### src/hdl/led_step_sequence_player_macros.svh
// Assertion macros shared by the RTL of the LED step sequence player.
// Define NO_ASSERTIONS to compile them away.
`ifndef LED_STEP_SEQUENCE_PLAYER_MACROS_SVH
`define LED_STEP_SEQUENCE_PLAYER_MACROS_SVH

`ifndef NO_ASSERTIONS

// Same-cycle implication, disabled while reset is asserted.
`define LSSP_ASSERT_IMP(label, clk, rst_n, ante, cons, msg) \
    label: assert property (@(posedge clk) disable iff (!rst_n) (ante) |-> (cons)) \
        else $error(msg);

// Next-cycle implication, disabled while reset is asserted.
`define LSSP_ASSERT_NXT(label, clk, rst_n, ante, cons, msg) \
    label: assert property (@(posedge clk) disable iff (!rst_n) (ante) |=> (cons)) \
        else $error(msg);

`else

`define LSSP_ASSERT_IMP(label, clk, rst_n, ante, cons, msg)
`define LSSP_ASSERT_NXT(label, clk, rst_n, ante, cons, msg)

`endif

`endif

### src/hdl/lssp_pkg.sv
package lssp_pkg;

    localparam int FUNC_W     = 2;
    localparam int TIME_W     = 32;
    localparam int SLOT_W     = 4;
    localparam int COLOR_W    = 24;
    localparam int DUR_W      = 16;
    localparam int COUNT_W    = 5;
    localparam int STEP_OUT_W = 4;
    localparam int CH_W       = 8;
    localparam int NUM_CH     = 3;
    localparam int DIV_STEPS  = CH_W;

    // Item function codes.
    localparam logic [FUNC_W-1:0] FUNC_TICK    = 2'd0;
    localparam logic [FUNC_W-1:0] FUNC_WRITE   = 2'd1;
    localparam logic [FUNC_W-1:0] FUNC_RESTART = 2'd2;

    // One table entry as it is stored in the step memory.
    typedef struct packed {
        logic               fade;
        logic [DUR_W-1:0]   duration;
        logic [COLOR_W-1:0] color;
    } t_step;

    typedef enum logic [2:0] {
        S_IDLE,
        S_RD1,
        S_RD2,
        S_CALC,
        S_BLEND,
        S_DONE
    } t_state;

    // Request to the fade blend unit.
    typedef struct packed {
        logic               start;
        logic [COLOR_W-1:0] origin;
        logic [COLOR_W-1:0] target;
        logic [DUR_W-1:0]   e;
        logic [DUR_W-1:0]   d;
    } t_blend_req;

    typedef struct packed {
        logic busy;
        logic done;
    } t_blend_sts;

endpackage

### src/hdl/lssp_item_if.sv
interface lssp_item_if;
    import lssp_pkg::*;

    logic               valid;
    logic               ready;
    logic [FUNC_W-1:0]  func;
    logic [TIME_W-1:0]  now_ms;
    logic [SLOT_W-1:0]  step_slot;
    logic [COLOR_W-1:0] step_color;
    logic [DUR_W-1:0]   step_duration;
    logic               step_fade;

    modport source (
        output valid, func, now_ms, step_slot, step_color, step_duration, step_fade,
        input  ready
    );

    modport sink (
        input  valid, func, now_ms, step_slot, step_color, step_duration, step_fade,
        output ready
    );
endinterface

### src/hdl/lssp_result_if.sv
interface lssp_result_if;
    import lssp_pkg::*;

    logic                  valid;
    logic                  ready;
    logic [COLOR_W-1:0]    color_out;
    logic [STEP_OUT_W-1:0] step_now;

    modport source (
        output valid, color_out, step_now,
        input  ready
    );

    modport sink (
        input  valid, color_out, step_now,
        output ready
    );
endinterface

### src/hdl/led_step_sequence_player.sv
// Channel     Direction  Payload
// ----------  ---------  ------------------------------------------------------
// i_item      in         func, now_ms, step_slot, step_color, step_duration, step_fade
// o_result    out        color_out, step_now
// i_cfg_*     in         loop length register (write only, no handshake)
//
// Every accepted transaction yields exactly one result transaction. Write,
// restart, unused codes and ticks with a zero count go straight to the done
// state; other ticks read the step entry (twice when they advance), and a
// fade waits for the eight-step restoring division in the blend unit.
// A new item is accepted the cycle after a result is loaded, even while it waits in
// the output register; a second finished result holds the input off until then.
// Reset (synchronous, active low) clears the sequence state and sets the loop
// length to 1; the step table is undefined until written.
`include "led_step_sequence_player_macros.svh"

module led_step_sequence_player #(
    parameter int MAX_STEPS = 16
) (
    input  logic                         i_clk,
    input  logic                         i_rst_n,
    lssp_item_if.sink                    i_item,
    lssp_result_if.source                o_result,
    input  logic                         i_cfg_we,
    input  logic [lssp_pkg::COUNT_W-1:0] i_cfg_data
);
    import lssp_pkg::*;

    localparam int             IDX_W     = $clog2(MAX_STEPS);
    localparam logic [8:0]     STEPS_LIM = 9'(MAX_STEPS);

    // Control state.
    t_state               r_state,     n_state;
    logic [IDX_W-1:0]     r_step_idx,  n_step_idx;
    logic [TIME_W-1:0]    r_start,     n_start;
    logic [COLOR_W-1:0]   r_origin,    n_origin;
    logic [COLOR_W-1:0]   r_shown,     n_shown;
    logic                 r_out_valid, n_out_valid;
    logic [COUNT_W-1:0]   r_count;

    // Payload registers.
    logic [TIME_W-1:0]     r_now;
    logic [TIME_W-1:0]     r_elapsed;
    t_step                 r_entry;
    logic [COLOR_W-1:0]    r_out_color;
    logic [STEP_OUT_W-1:0] r_out_step;

    logic                 item_acc;
    logic                 out_load;
    logic                 slot_ok;
    logic [8:0]           slot_ext;
    logic [8:0]           count_lim;
    logic [8:0]           idx_inc;
    logic [8:0]           idx_ext;
    logic [IDX_W-1:0]     next_idx;
    logic [TIME_W-1:0]    elapsed_now;
    logic                 do_adv;
    logic [DUR_W-1:0]     e_clamp;

    logic                 ram_we;
    logic [IDX_W-1:0]     ram_waddr;
    t_step                ram_wdata;
    logic [IDX_W-1:0]     ram_raddr;
    t_step                ram_rdata;

    t_blend_req           blend_req;
    t_blend_sts           blend_sts;
    logic [COLOR_W-1:0]   blend_color;

    lssp_ram #(
        .WIDTH ($bits(t_step)),
        .DEPTH (MAX_STEPS)
    ) u_table (
        .i_clk   (i_clk),
        .i_we    (ram_we),
        .i_waddr (ram_waddr),
        .i_wdata (ram_wdata),
        .i_raddr (ram_raddr),
        .o_rdata (ram_rdata)
    );

    lssp_blend u_blend (
        .i_clk   (i_clk),
        .i_rst_n (i_rst_n),
        .i_req   (blend_req),
        .o_sts   (blend_sts),
        .o_color (blend_color)
    );

    assign item_acc = i_item.valid && i_item.ready;
    assign i_item.ready = (r_state == S_IDLE);

    // Table writes to slots beyond the table depth are dropped.
    assign slot_ext  = 9'(i_item.step_slot);
    assign slot_ok   = (slot_ext < STEPS_LIM);

    // A step count above the table depth behaves as the full table.
    assign count_lim = (9'(r_count) > STEPS_LIM) ? STEPS_LIM : 9'(r_count);
    assign idx_ext   = 9'(r_step_idx);
    assign idx_inc   = idx_ext + 9'd1;
    assign next_idx  = (idx_inc >= count_lim) ? '0 : idx_inc[IDX_W-1:0];

    // Wrapping time since the current step started; the step is over once this
    // reaches its duration.
    assign elapsed_now = r_now - r_start;
    assign do_adv      = (elapsed_now >= TIME_W'(ram_rdata.duration));

    assign e_clamp = (r_elapsed > TIME_W'(r_entry.duration)) ? r_entry.duration
                                                              : r_elapsed[DUR_W-1:0];

    always_comb begin
        n_state     = r_state;
        n_step_idx  = r_step_idx;
        n_start     = r_start;
        n_origin    = r_origin;
        n_shown     = r_shown;
        n_out_valid = r_out_valid && !o_result.ready;
        out_load    = 1'b0;

        ram_we             = 1'b0;
        ram_waddr          = slot_ext[IDX_W-1:0];
        ram_wdata.fade     = i_item.step_fade;
        ram_wdata.duration = i_item.step_duration;
        ram_wdata.color    = i_item.step_color;
        ram_raddr          = r_step_idx;

        blend_req.start  = 1'b0;
        blend_req.origin = r_origin;
        blend_req.target = r_entry.color;
        blend_req.e      = e_clamp;
        blend_req.d      = r_entry.duration;

        unique case (r_state)
            S_IDLE: begin
                // The memory reads the current step continuously, so a tick has
                // its entry in the cycle after acceptance.
                if (item_acc) begin
                    unique case (i_item.func)
                        FUNC_TICK: begin
                            n_state = (r_count == '0) ? S_DONE : S_RD1;
                        end
                        FUNC_WRITE: begin
                            ram_we  = slot_ok;
                            n_state = S_DONE;
                        end
                        FUNC_RESTART: begin
                            n_step_idx = '0;
                            n_start    = i_item.now_ms;
                            n_origin   = '0;
                            n_state    = S_DONE;
                        end
                        default: begin
                            n_state = S_DONE;
                        end
                    endcase
                end
            end
            S_RD1: begin
                if (do_adv) begin
                    // Move on one step, restart the step clock and fade from
                    // whatever color is on display now.
                    n_step_idx = next_idx;
                    n_start    = r_now;
                    n_origin   = r_shown;
                    ram_raddr  = next_idx;
                    n_state    = S_RD2;
                end else begin
                    n_state = S_CALC;
                end
            end
            S_RD2: begin
                n_state = S_CALC;
            end
            S_CALC: begin
                // Solid steps and zero-length fades show the target directly.
                if (!r_entry.fade || (r_entry.duration == '0)) begin
                    n_shown = r_entry.color;
                    n_state = S_DONE;
                end else begin
                    blend_req.start = 1'b1;
                    n_state         = S_BLEND;
                end
            end
            S_BLEND: begin
                if (blend_sts.done) begin
                    n_shown = blend_color;
                    n_state = S_DONE;
                end
            end
            S_DONE: begin
                if (!r_out_valid || o_result.ready) begin
                    out_load    = 1'b1;
                    n_out_valid = 1'b1;
                    n_state     = S_IDLE;
                end
            end
            default: begin
                n_state = S_IDLE;
            end
        endcase
    end

    always_ff @(posedge i_clk) begin
        if (!i_rst_n) begin
            r_state     <= S_IDLE;
            r_step_idx  <= '0;
            r_start     <= '0;
            r_origin    <= '0;
            r_shown     <= '0;
            r_out_valid <= 1'b0;
            r_count     <= COUNT_W'(1);
        end else begin
            r_state     <= n_state;
            r_step_idx  <= n_step_idx;
            r_start     <= n_start;
            r_origin    <= n_origin;
            r_shown     <= n_shown;
            r_out_valid <= n_out_valid;
            if (i_cfg_we) begin
                r_count <= i_cfg_data;
            end
        end
    end

    always_ff @(posedge i_clk) begin
        if (item_acc) begin
            r_now <= i_item.now_ms;
        end
        if (r_state == S_RD1) begin
            r_elapsed <= do_adv ? '0 : elapsed_now;
        end
        if (((r_state == S_RD1) && !do_adv) || (r_state == S_RD2)) begin
            r_entry <= ram_rdata;
        end
        if (out_load) begin
            r_out_color <= r_shown;
            r_out_step  <= idx_ext[STEP_OUT_W-1:0];
        end
    end

    assign o_result.valid     = r_out_valid;
    assign o_result.color_out = r_out_color;
    assign o_result.step_now  = r_out_step;

    `LSSP_ASSERT_IMP(a_wr_in_idle, i_clk, i_rst_n, ram_we, r_state == S_IDLE, "table write outside idle")
    `LSSP_ASSERT_IMP(a_blend_in_state, i_clk, i_rst_n, blend_sts.busy || blend_sts.done, r_state == S_BLEND, "blend unit active outside blend state")
    `LSSP_ASSERT_NXT(a_zero_count, i_clk, i_rst_n, item_acc && (i_item.func == FUNC_TICK) && (r_count == '0), $stable(r_step_idx) && $stable(r_shown), "tick with zero step count changed state")
    `LSSP_ASSERT_NXT(a_restart, i_clk, i_rst_n, item_acc && (i_item.func == FUNC_RESTART), (r_step_idx == '0) && (r_origin == '0), "restart did not rewind")
    `LSSP_ASSERT_NXT(a_done_issue, i_clk, i_rst_n, (r_state == S_DONE) && (!r_out_valid || o_result.ready), r_out_valid && (r_state == S_IDLE), "result not issued")

endmodule

### src/hdl/lssp_ram.sv
module lssp_ram #(
    parameter int WIDTH = 8,
    parameter int DEPTH = 16
) (
    input  logic                     i_clk,
    input  logic                     i_we,
    input  logic [$clog2(DEPTH)-1:0] i_waddr,
    input  logic [WIDTH-1:0]         i_wdata,
    input  logic [$clog2(DEPTH)-1:0] i_raddr,
    output logic [WIDTH-1:0]         o_rdata
);

    logic [WIDTH-1:0] r_mem [DEPTH];
    logic [WIDTH-1:0] r_rdata;

    always_ff @(posedge i_clk) begin
        if (i_we) begin
            r_mem[i_waddr] <= i_wdata;
        end
        r_rdata <= r_mem[i_raddr];
    end

    assign o_rdata = r_rdata;

endmodule

### src/hdl/lssp_blend.sv
module lssp_blend (
    input  logic                        i_clk,
    input  logic                        i_rst_n,
    input  lssp_pkg::t_blend_req        i_req,
    output lssp_pkg::t_blend_sts        o_sts,
    output logic [lssp_pkg::COLOR_W-1:0] o_color
);
    import lssp_pkg::*;

    localparam int                CNT_W     = $clog2(DIV_STEPS);
    localparam logic [CNT_W-1:0]  LAST_STEP = CNT_W'(DIV_STEPS - 1);

    logic                          r_busy;
    logic                          r_done;
    logic [CNT_W-1:0]              r_cnt;
    logic [DUR_W-1:0]              r_d;
    logic [DUR_W-1:0]              d_minus_e;

    assign d_minus_e = i_req.d - i_req.e;

    always_ff @(posedge i_clk) begin
        if (!i_rst_n) begin
            r_busy <= 1'b0;
            r_done <= 1'b0;
            r_cnt  <= '0;
        end else begin
            r_done <= 1'b0;
            if (i_req.start) begin
                r_busy <= 1'b1;
                r_cnt  <= '0;
            end else if (r_busy) begin
                r_cnt <= r_cnt + 1'b1;
                if (r_cnt == LAST_STEP) begin
                    r_busy <= 1'b0;
                    r_done <= 1'b1;
                end
            end
        end
    end

    always_ff @(posedge i_clk) begin
        if (i_req.start) begin
            r_d <= i_req.d;
        end
    end

    // Each channel: num = origin*(d-e) + target*e, then a restoring division by d.
    // The numerator is below 256*d, so the quotient takes eight steps and the
    // quotient bits shift in where the low numerator bits shift out.
    for (genvar c = 0; c < NUM_CH; c++) begin : g_ch
        logic [CH_W-1:0]    org;
        logic [CH_W-1:0]    tgt;
        logic [COLOR_W-1:0] prod_o;
        logic [COLOR_W-1:0] prod_t;
        logic [COLOR_W-1:0] num;
        logic [DUR_W-1:0]   r_rem;
        logic [CH_W-1:0]    r_low;
        logic [DUR_W:0]     trial;
        logic               q_bit;
        logic [DUR_W-1:0]   n_rem;

        assign org    = i_req.origin[c*CH_W +: CH_W];
        assign tgt    = i_req.target[c*CH_W +: CH_W];
        assign prod_o = COLOR_W'(org) * COLOR_W'(d_minus_e);
        assign prod_t = COLOR_W'(tgt) * COLOR_W'(i_req.e);
        assign num    = prod_o + prod_t;

        assign trial = {r_rem, r_low[CH_W-1]};
        assign q_bit = (trial >= {1'b0, r_d});
        assign n_rem = q_bit ? DUR_W'(trial - {1'b0, r_d}) : trial[DUR_W-1:0];

        always_ff @(posedge i_clk) begin
            if (i_req.start) begin
                r_rem <= num[COLOR_W-1:CH_W];
                r_low <= num[CH_W-1:0];
            end else if (r_busy) begin
                r_rem <= n_rem;
                r_low <= {r_low[CH_W-2:0], q_bit};
            end
        end

        assign o_color[c*CH_W +: CH_W] = r_low;
    end

    assign o_sts.busy = r_busy;
    assign o_sts.done = r_done;

endmodule

### src/flat_wrapper.sv
// flat-port wrapper written by rule: the top's interface ports become plain ports
module led_step_sequence_player_flat import lssp_pkg::*;
#(
    parameter int MAX_STEPS = 16
)
  (i_clk, i_rst_n, i_cfg_we, i_cfg_data, i_item_valid, i_item_func, i_item_now_ms, i_item_step_slot, i_item_step_color, i_item_step_duration, i_item_step_fade, i_item_ready, o_result_valid, o_result_color_out, o_result_step_now, o_result_ready);
  lssp_item_if i_item_i ();
  lssp_result_if o_result_i ();
  input  logic i_clk;
  input  logic i_rst_n;
  input  logic i_cfg_we;
  input  logic [lssp_pkg::COUNT_W-1:0] i_cfg_data;
  input wire logic [$bits(i_item_i.valid)-1:0] i_item_valid;
  input wire logic [$bits(i_item_i.func)-1:0] i_item_func;
  input wire logic [$bits(i_item_i.now_ms)-1:0] i_item_now_ms;
  input wire logic [$bits(i_item_i.step_slot)-1:0] i_item_step_slot;
  input wire logic [$bits(i_item_i.step_color)-1:0] i_item_step_color;
  input wire logic [$bits(i_item_i.step_duration)-1:0] i_item_step_duration;
  input wire logic [$bits(i_item_i.step_fade)-1:0] i_item_step_fade;
  output wire logic [$bits(i_item_i.ready)-1:0] i_item_ready;
  output wire logic [$bits(o_result_i.valid)-1:0] o_result_valid;
  output wire logic [$bits(o_result_i.color_out)-1:0] o_result_color_out;
  output wire logic [$bits(o_result_i.step_now)-1:0] o_result_step_now;
  input wire logic [$bits(o_result_i.ready)-1:0] o_result_ready;
  assign i_item_i.valid = i_item_valid;
  assign i_item_i.func = i_item_func;
  assign i_item_i.now_ms = i_item_now_ms;
  assign i_item_i.step_slot = i_item_step_slot;
  assign i_item_i.step_color = i_item_step_color;
  assign i_item_i.step_duration = i_item_step_duration;
  assign i_item_i.step_fade = i_item_step_fade;
  assign i_item_ready = i_item_i.ready;
  assign o_result_valid = o_result_i.valid;
  assign o_result_color_out = o_result_i.color_out;
  assign o_result_step_now = o_result_i.step_now;
  assign o_result_i.ready = o_result_ready;
  led_step_sequence_player #(.MAX_STEPS(MAX_STEPS)) u_core (.i_clk(i_clk), .i_rst_n(i_rst_n), .i_item(i_item_i), .o_result(o_result_i), .i_cfg_we(i_cfg_we), .i_cfg_data(i_cfg_data));
endmodule
### config.mk
export PLATFORM = sky130hd
export DESIGN_NAME = led_step_sequence_player_flat
export DESIGN_NICKNAME = d
export VERILOG_FILES = /design/src/hdl/lssp_pkg.sv /design/src/hdl/lssp_item_if.sv /design/src/hdl/lssp_result_if.sv /design/src/hdl/led_step_sequence_player.sv /design/src/hdl/lssp_ram.sv /design/src/hdl/lssp_blend.sv /design/src/flat_wrapper.sv
export VERILOG_INCLUDE_DIRS = /design/src /design/src/hdl
export SDC_FILE = /design/constraint.sdc
export NUM_CORES = 2
export LEC_CHECK = 0
export BUFFER_PORTS_ARGS = -buffer_cell sky130_fd_sc_hd__clkbuf_2
export CORE_ASPECT_RATIO = 0.75
export CORE_MARGIN = 3
export CORE_UTILIZATION = 30
export DETAILED_ROUTE_END_ITERATION = 10
export GPL_ROUTABILITY_DRIVEN = 0
export HOLD_SLACK_MARGIN = 0.05
export SLEW_MARGIN = 15
export SYNTH_ARGS = -nofsm -noshare
export SYNTH_HDL_FRONTEND = slang
export SYNTH_SLANG_ARGS = --single-unit
### constraint.sdc
create_clock -name i_clk -period 16.3 [get_ports i_clk]
set_input_delay 0.815 -clock i_clk [delete_from_list [all_inputs] [get_ports i_clk]]
set_output_delay 0.815 -clock i_clk [all_outputs]
set_load 0.02 [all_outputs]
== Yosys cells after proc, flatten, opt, wreduce, memory -nomap -nowiden ==
Memory sizes are Yosys's and may differ from the RTL's. A register that Yosys moved wholly into a read port is not among the register bits.
Index checks and enable logic that the tools add are counted.

* RAM bits: 656
* Bits in registers: 319
* Memories kept: 1
* Input bits: 89

* Multipliers: 6
* Equality and inequality tests: 14
* Add/subtract/negate cells: 10
* Reductions and logical operators: 23
* Magnitude comparators: 8
* Mux-type cells: 57
* Bitwise gates (word level): 2

{| class="wikitable"
|+ Memories
! memory !! words !! bits a word !! read ports !! clocked after Yosys merged registers in !! write ports !! RTL line !! RTL
|-
| u_core.u_table.r_mem || 16 || 41 || 1 || 1 || 1 || lssp_ram.sv:13 || <nowiki>logic [WIDTH-1:0] r_mem [DEPTH];</nowiki>
|}

{| class="wikitable"
|+ Operators with widths
! operator !! number
|-
| 2-to-1 mux 16 bit || 10
|-
| multiplier 8 x 16 -> 24 bit || 6
|-
| 2-to-1 mux 24 bit || 5
|-
| 2-to-1 mux 32 bit || 3
|-
| case mux 24 bit (2 select lines) || 2
|-
| adder 24 bit || 3
|-
| case mux 32 bit (2 select lines) || 1
|-
| subtractor 16 bit || 4
|-
| greater-or-equal comparator 17 x 16 -> 1 bit || 3
|-
| 2-to-1 mux 8 bit || 6
|-
| greater-or-equal comparator 32 x 16 -> 1 bit || 1
|-
| > comparator 32 x 16 -> 1 bit || 1
|-
| subtractor 32 bit || 1
|-
| 2-to-1 mux 4 bit || 5
|-
| case mux 3 bit (6 select lines) || 1
|-
| 2-to-1 mux 1 bit || 17
|-
| logical NOT 16 bit || 1
|-
| 2-to-1 mux 3 bit || 5
|-
| == test 3 bit (second input constant) || 3
|-
| greater-or-equal comparator 9 bit || 1
|-
| AND reduction 3 bit || 3
|-
| case mux 4 bit (2 select lines) || 1
|-
| == test 3 x 2 -> 1 bit (second input constant) || 2
|-
| inequality test 2 x 1 -> 1 bit (second input constant) || 3
|-
| 20 further kinds || 32
|}

== Logic depth before layout (Yosys ltp) ==
* Word-level depth: 6
* Depth in mapped cells: 52

== Modules after synthesis ==
Synthesis repeated with hierarchy kept, for this count alone.

* Cell total of the unflattened synthesis: 5645
* Area total of the unflattened synthesis: 68239.2 um^2

{| class="wikitable"
|+ By module, submodules not included
! module !! area an instance (um^2) !! sequential area each (um^2) !! cells each !! times used
|-
| lssp_blend || 31276.2 || 2742.6 || 3475 || 1
|-
| lssp_ram || 25375.6 || 20519.7 || 1066 || 1
|-
| led_step_sequence_player || 11587.4 || 5855.6 || 1104 || 1
|}

== Worst setup path before layout ==
No wires, ideal clock.

* Path kind: reg2reg
* Start point: register u_core.r_entry, in the netlist u_core.blend_req[1]
* End point: register u_core.u_blend.g_ch[1].r_rem[14], data pin
* Path buffers: 3
* Clock period less this slack: 11.452 ns
* Slack: 4.848 ns
* Library setup time: 0.268 ns
* Data arrival time: 11.184 ns
* Cell stages (with the launch flop): 52
* Data required time: 16.032 ns
* Path through: edfxtp_1 > inv_1 > ha_1 > nor2b_1 > o21a_1 > o21a_1 > o21a_1 > o21a_1 > o21a_1 > o21a_1 > o21ai_0 > a21boi_0 > o211ai_1 > nand3_1 > clkbuf_1 > mux2i_1 > clkbuf_1 > ha_1 > (+16 left out) > fa_1 > inv_1 > fa_1 > fa_1 > fa_1 > inv_1 > fa_1 > inv_1 > ha_1 > nand2_1 > nand2b_1 > a41oi_1 > nand2b_1 > a211oi_1 > or4_1 > a31oi_1 > xor2_1 > mux2i_1

* Longest elaborated chain between the ends: 6

{| class="wikitable"
|+ Ends and longest elaborated chain
! item !! RTL line !! RTL
|-
| from (decl) || led_step_sequence_player.sv:44 || <nowiki>t_step r_entry;</nowiki>
|-
| from (signal assigned) || led_step_sequence_player.sv:233 || <nowiki>r_entry <= ram_rdata;</nowiki>
|-
| > comparator 32 x 16 -> 1 bit || led_step_sequence_player.sv:108 || <nowiki>assign e_clamp = (r_elapsed > TIME_W'(r_entry.duration)) ? r_entry.duration</nowiki>
|-
| 2-to-1 mux 16 bit || led_step_sequence_player.sv:108 ||
|-
| subtractor 16 bit || lssp_blend.sv:19 || <nowiki>assign d_minus_e = i_req.d - i_req.e;</nowiki>
|-
| multiplier 8 x 16 -> 24 bit || lssp_blend.sv:64 || <nowiki>assign prod_o = COLOR_W'(org) * COLOR_W'(d_minus_e);</nowiki>
|-
| adder 24 bit || lssp_blend.sv:66 || <nowiki>assign num = prod_o + prod_t;</nowiki>
|-
| 2-to-1 mux 16 bit * || lssp_blend.sv:73 || <nowiki>if (i_req.start) begin</nowiki>
|-
| to (signal assigned) || lssp_blend.sv:74 || <nowiki>r_rem <= num[COLOR_W-1:CH_W];</nowiki>
|-
| to (signal assigned) || lssp_blend.sv:77 || <nowiki>r_rem <= n_rem;</nowiki>
|-
| to (decl) || lssp_blend.sv:56 || <nowiki>logic [DUR_W-1:0] r_rem;</nowiki>
|}

Every way passes the cells marked *; elsewhere a longest branch is shown, timed or not.
A chain may end at the register's enable or synchronous reset.

== Final worst setup path ==
* Start point: register u_core.r_entry, in the netlist u_core.blend_req[1]
* End point: register u_core.u_blend.g_ch[0].r_rem[14], data pin

* Longest elaborated chain between the ends: 6

{| class="wikitable"
|+ Ends and longest elaborated chain
! item !! RTL line
|-
| > comparator 32 x 16 -> 1 bit || led_step_sequence_player.sv:108
|-
| 2-to-1 mux 16 bit || led_step_sequence_player.sv:108
|-
| subtractor 16 bit || lssp_blend.sv:19
|-
| multiplier 8 x 16 -> 24 bit || lssp_blend.sv:64
|-
| adder 24 bit || lssp_blend.sv:66
|-
| 2-to-1 mux 16 bit * || lssp_blend.sv:73
|-
| to (signal assigned) || lssp_blend.sv:74
|-
| to (signal assigned) || lssp_blend.sv:77
|-
| to (decl) || lssp_blend.sv:56
|}

Marks and branches as above.

==> out/metrics.cfg <==
[cts]
cts.sinks = 1016
cts_buffers = 95
root_buffer = clkbuf_16
h-tree-depth = 3
cts_hold_buf = 0
clk_latency_ps = 750
cts_setup_buffers = 0
clockBufferDepth = 3
cts_tree = done
path_clk_slew_ps = 70
cts_resized = 0

[logic_synthesis]
synth_ff_type = edfxtp_1
ys_seq_elements = 1016
synthTopCellsByCount = inv_1, edfxtp_1, fa_1
synth.avg_cell_area_um2 = 11.3
ys_warn_count = 0
netlist.top_cell.by_area = edfxtp_1
synthMostInstantiatedCell = inv_1
async_reset_ff_frac = 0
synth_top_cell_area_share = 0.377
synth_area_leaders = edfxtp_1, fa_1, ha_1, inv_1, o211ai_1
yosysUniqueCellTypes = 74
syn_inst = 6152
synth-edff-count = 877
netlist_area_um2 = 69800
ys_seq_area_frac = 0.417

[critical_path]
critPathSlowestCell = mux2_2
crit_fanout = 25
worstPathRequired_ps = 16710
crit_arrival_ps = 13360
worst_setup_path_start_kind = flip-flop
critPathMaxStageDelay_ps = 730
cp-end-kind = flip-flop
path_class = reg2reg
path_common_cell = o21ai_0

[sta]
hold_viol_final = 0
rsz0062_at_grt = no
fin_crit_sh = 0.795
slew-limit-headroom = 0.215
fin_setup_tns_ps = 0
slew_viol_final = 0
whs_ps = 276
finalSetupViolCount = 0
finalClockSkew_ps = 68.7
fin_crit_ps = 12950
max_freq_mhz = 77.2
tightest_slew_ps = 1180

[floorplanning]
io_pins = 119
die-area_um2 = 239000
core_area_um2 = 230000
die_y_um = 424
die_w_um = 563
rows = 152
start_util = 0.303

[route]
routed_wl_um = 197000
drc_errors = 0
via_count = 46500
first_pass_iters = 6
routedWlPerCell_um = 21.1
drt_iter0_drc = 4225
detail-route-antenna-nets = 0
avgViaCountPerCell = 4.99

[global_route]
grt_max_degree = 160
grt_pass1_vias = 47700
use_met2 = 0.248
grt.met3_usage = 0.0293
grt.busiest_layer = met2
grt_pass1_wl_um = 302000
overflow = 0
grt_usage = 0.164
antenna_found_initial = 19
grt_use_met1 = 0.242

[final_layout]
areaGrowthSynthToFinish_pct = 10.7
fin_nets = 7218
multiInputGateArea_um2 = 36000
seqCellArea_um2 = 29100
fillers = 22900
drive_gt1_frac = 0.101

[place]
dp_hpwl_um = 134000
port_buffers = 118

[worst_hold_path]
min_path_type = in2reg

[job]
drv_cap = 0

[outcome]
status = finished, final reports clean

==> cell families after synthesis <==
group / after synthesis / synth area share
muxes: 362 / 0.0553
other: 1 / 0.0000537
DFF: 1016 / 0.417
buffers and inverters: 1330 / 0.0731
xor gates and xnor gates: 116 / 0.0146
AOI/OAI and AO/OA: 954 / 0.0979
and+or+nand+nor: 1397 / 0.0994
adders and majority gates: 976 / 0.243
==> per-layer routing <==
| layer | up-vias | share of wire |
|---|---|---|
| met2 | 1565 | 0.43 |
| met3 | 249 | 0.072 |
| met4 | 6 | 0.025 |
| met5 | - | 0.00024 |
| met1 | 23800 | 0.47 |
| li1 | 20800 | - |
==> registers in the layout, summed over array words and instances, names as in the netlist, 16 cells and up <==
register	flops
u_core.u_table.o_rdata	41
u_core.u_blend.g_ch.r_low	24
u_core.u_table.r_mem	656
u_core.r_origin	24
u_core.u_blend.g_ch.r_rem	48
u_core.blend_req	40
u_core.r_now	32
u_core.r_shown	24
u_core.r_start	32
u_core.u_blend.r_d	16
u_core.o_result.color_out	24
u_core.r_elapsed	32
==> cell type report <==
type                       instances  area share
multi-input combinational       3821       0.466
timing repair buffer             212      0.0173
clock buffer                     119      0.0331
clock inverter                    60     0.00811
tap                             3080      0.0499
inverter                        1007      0.0489
antenna                           11    0.000356
sequential                      1016       0.377
==> critical path: cells and delay by family (launching register included) <==
kind,cells,cell delay [ps]
compound gates,23,5240
fa+ha+maj,9,3820
buf+inv,7,980
simple gates,6,850
mux,1,730
xor+xnor,2,550
flops,1,460
==> worst paths after layout <==
path / slack (ps) / end / cells past startpoint / startpoint
worst min register to register: 390 / u_core.blend_req[53]$_DFFE_PP_ / 0 / u_core.u_table.o_rdata[21]$_DFF_P_
worst max-delay path: 3350 / u_core.u_blend.g_ch[0].r_rem[14]$_DFFE_PP_ / 48 / u_core.blend_req[1]$_DFFE_PP_
worst max register to register: 3350 / u_core.u_blend.g_ch[0].r_rem[14]$_DFFE_PP_ / 48 / u_core.blend_req[1]$_DFFE_PP_
worst min-delay path: 280 / u_core.r_now[15]$_DFFE_PP_ / 1 / i_item_now_ms[15]
==> per-stage QoR <==
stage / cell area, um2 / utilization / cells / worst slack, ps
5_1_grt: 77300 / 0.336 / 9317 / 2440
4_1_cts: 77200 / 0.336 / 9314 / 3490
6_report: 77300 / 0.336 / 9326 / 3350
2_1_floorplan: 69900 / - / 6167 / 4850
3_3_place_gp: 74100 / 0.322 / 9135 / 3790
3_5_place_dp: 74100 / 0.322 / 9135 / 3570
==> placed cells by master, fill, tap and decap left out, types with 13 or more instances in the layout <==
cell | netlist | layout
inv_1 | 1005 | 1005
edfxtp_1 | 877 | 877
fa_1 | 629 | 629
nand2_1 | 561 | 561
o211ai_1 | 387 | 387
and2_1 | 355 | 354
ha_1 | 347 | 347
mux2_2 | 189 | 188
mux2i_1 | 173 | 172
a21oi_1 | 142 | 140
dfxtp_1 | 139 | 139
clkbuf_2 | 0 | 117
nor2_1 | 129 | 108
clkbuf_16 | 0 | 96
o21ai_0 | 94 | 93
buf_4 | 4 | 92
nor2b_1 | 91 | 90
xnor2_1 | 80 | 78
o211a_1 | 57 | 57
nand3_1 | 48 | 46
o2111ai_1 | 45 | 45
nand2b_1 | 43 | 42
nor3_1 | 46 | 41
xor2_1 | 36 | 35
a21o_1 | 31 | 31
a211oi_1 | 30 | 30
and3_1 | 30 | 30
o21a_1 | 25 | 24
a22oi_1 | 24 | 24
nand4_1 | 23 | 23
o21bai_1 | 20 | 20
a21boi_0 | 20 | 20
or2_2 | 16 | 16
clkinv_2 | 0 | 16
clkbuf_1 | 259 | 16
conb_1 | 1 | 16
or3_1 | 15 | 15
nor4_1 | 14 | 14
clkinv_1 | 1 | 14
nor2_4 | 0 | 13
Power is left out: the tool's default activity adds up to more than one toggle a clock period on the data nets, which glitch-free logic cannot reach.
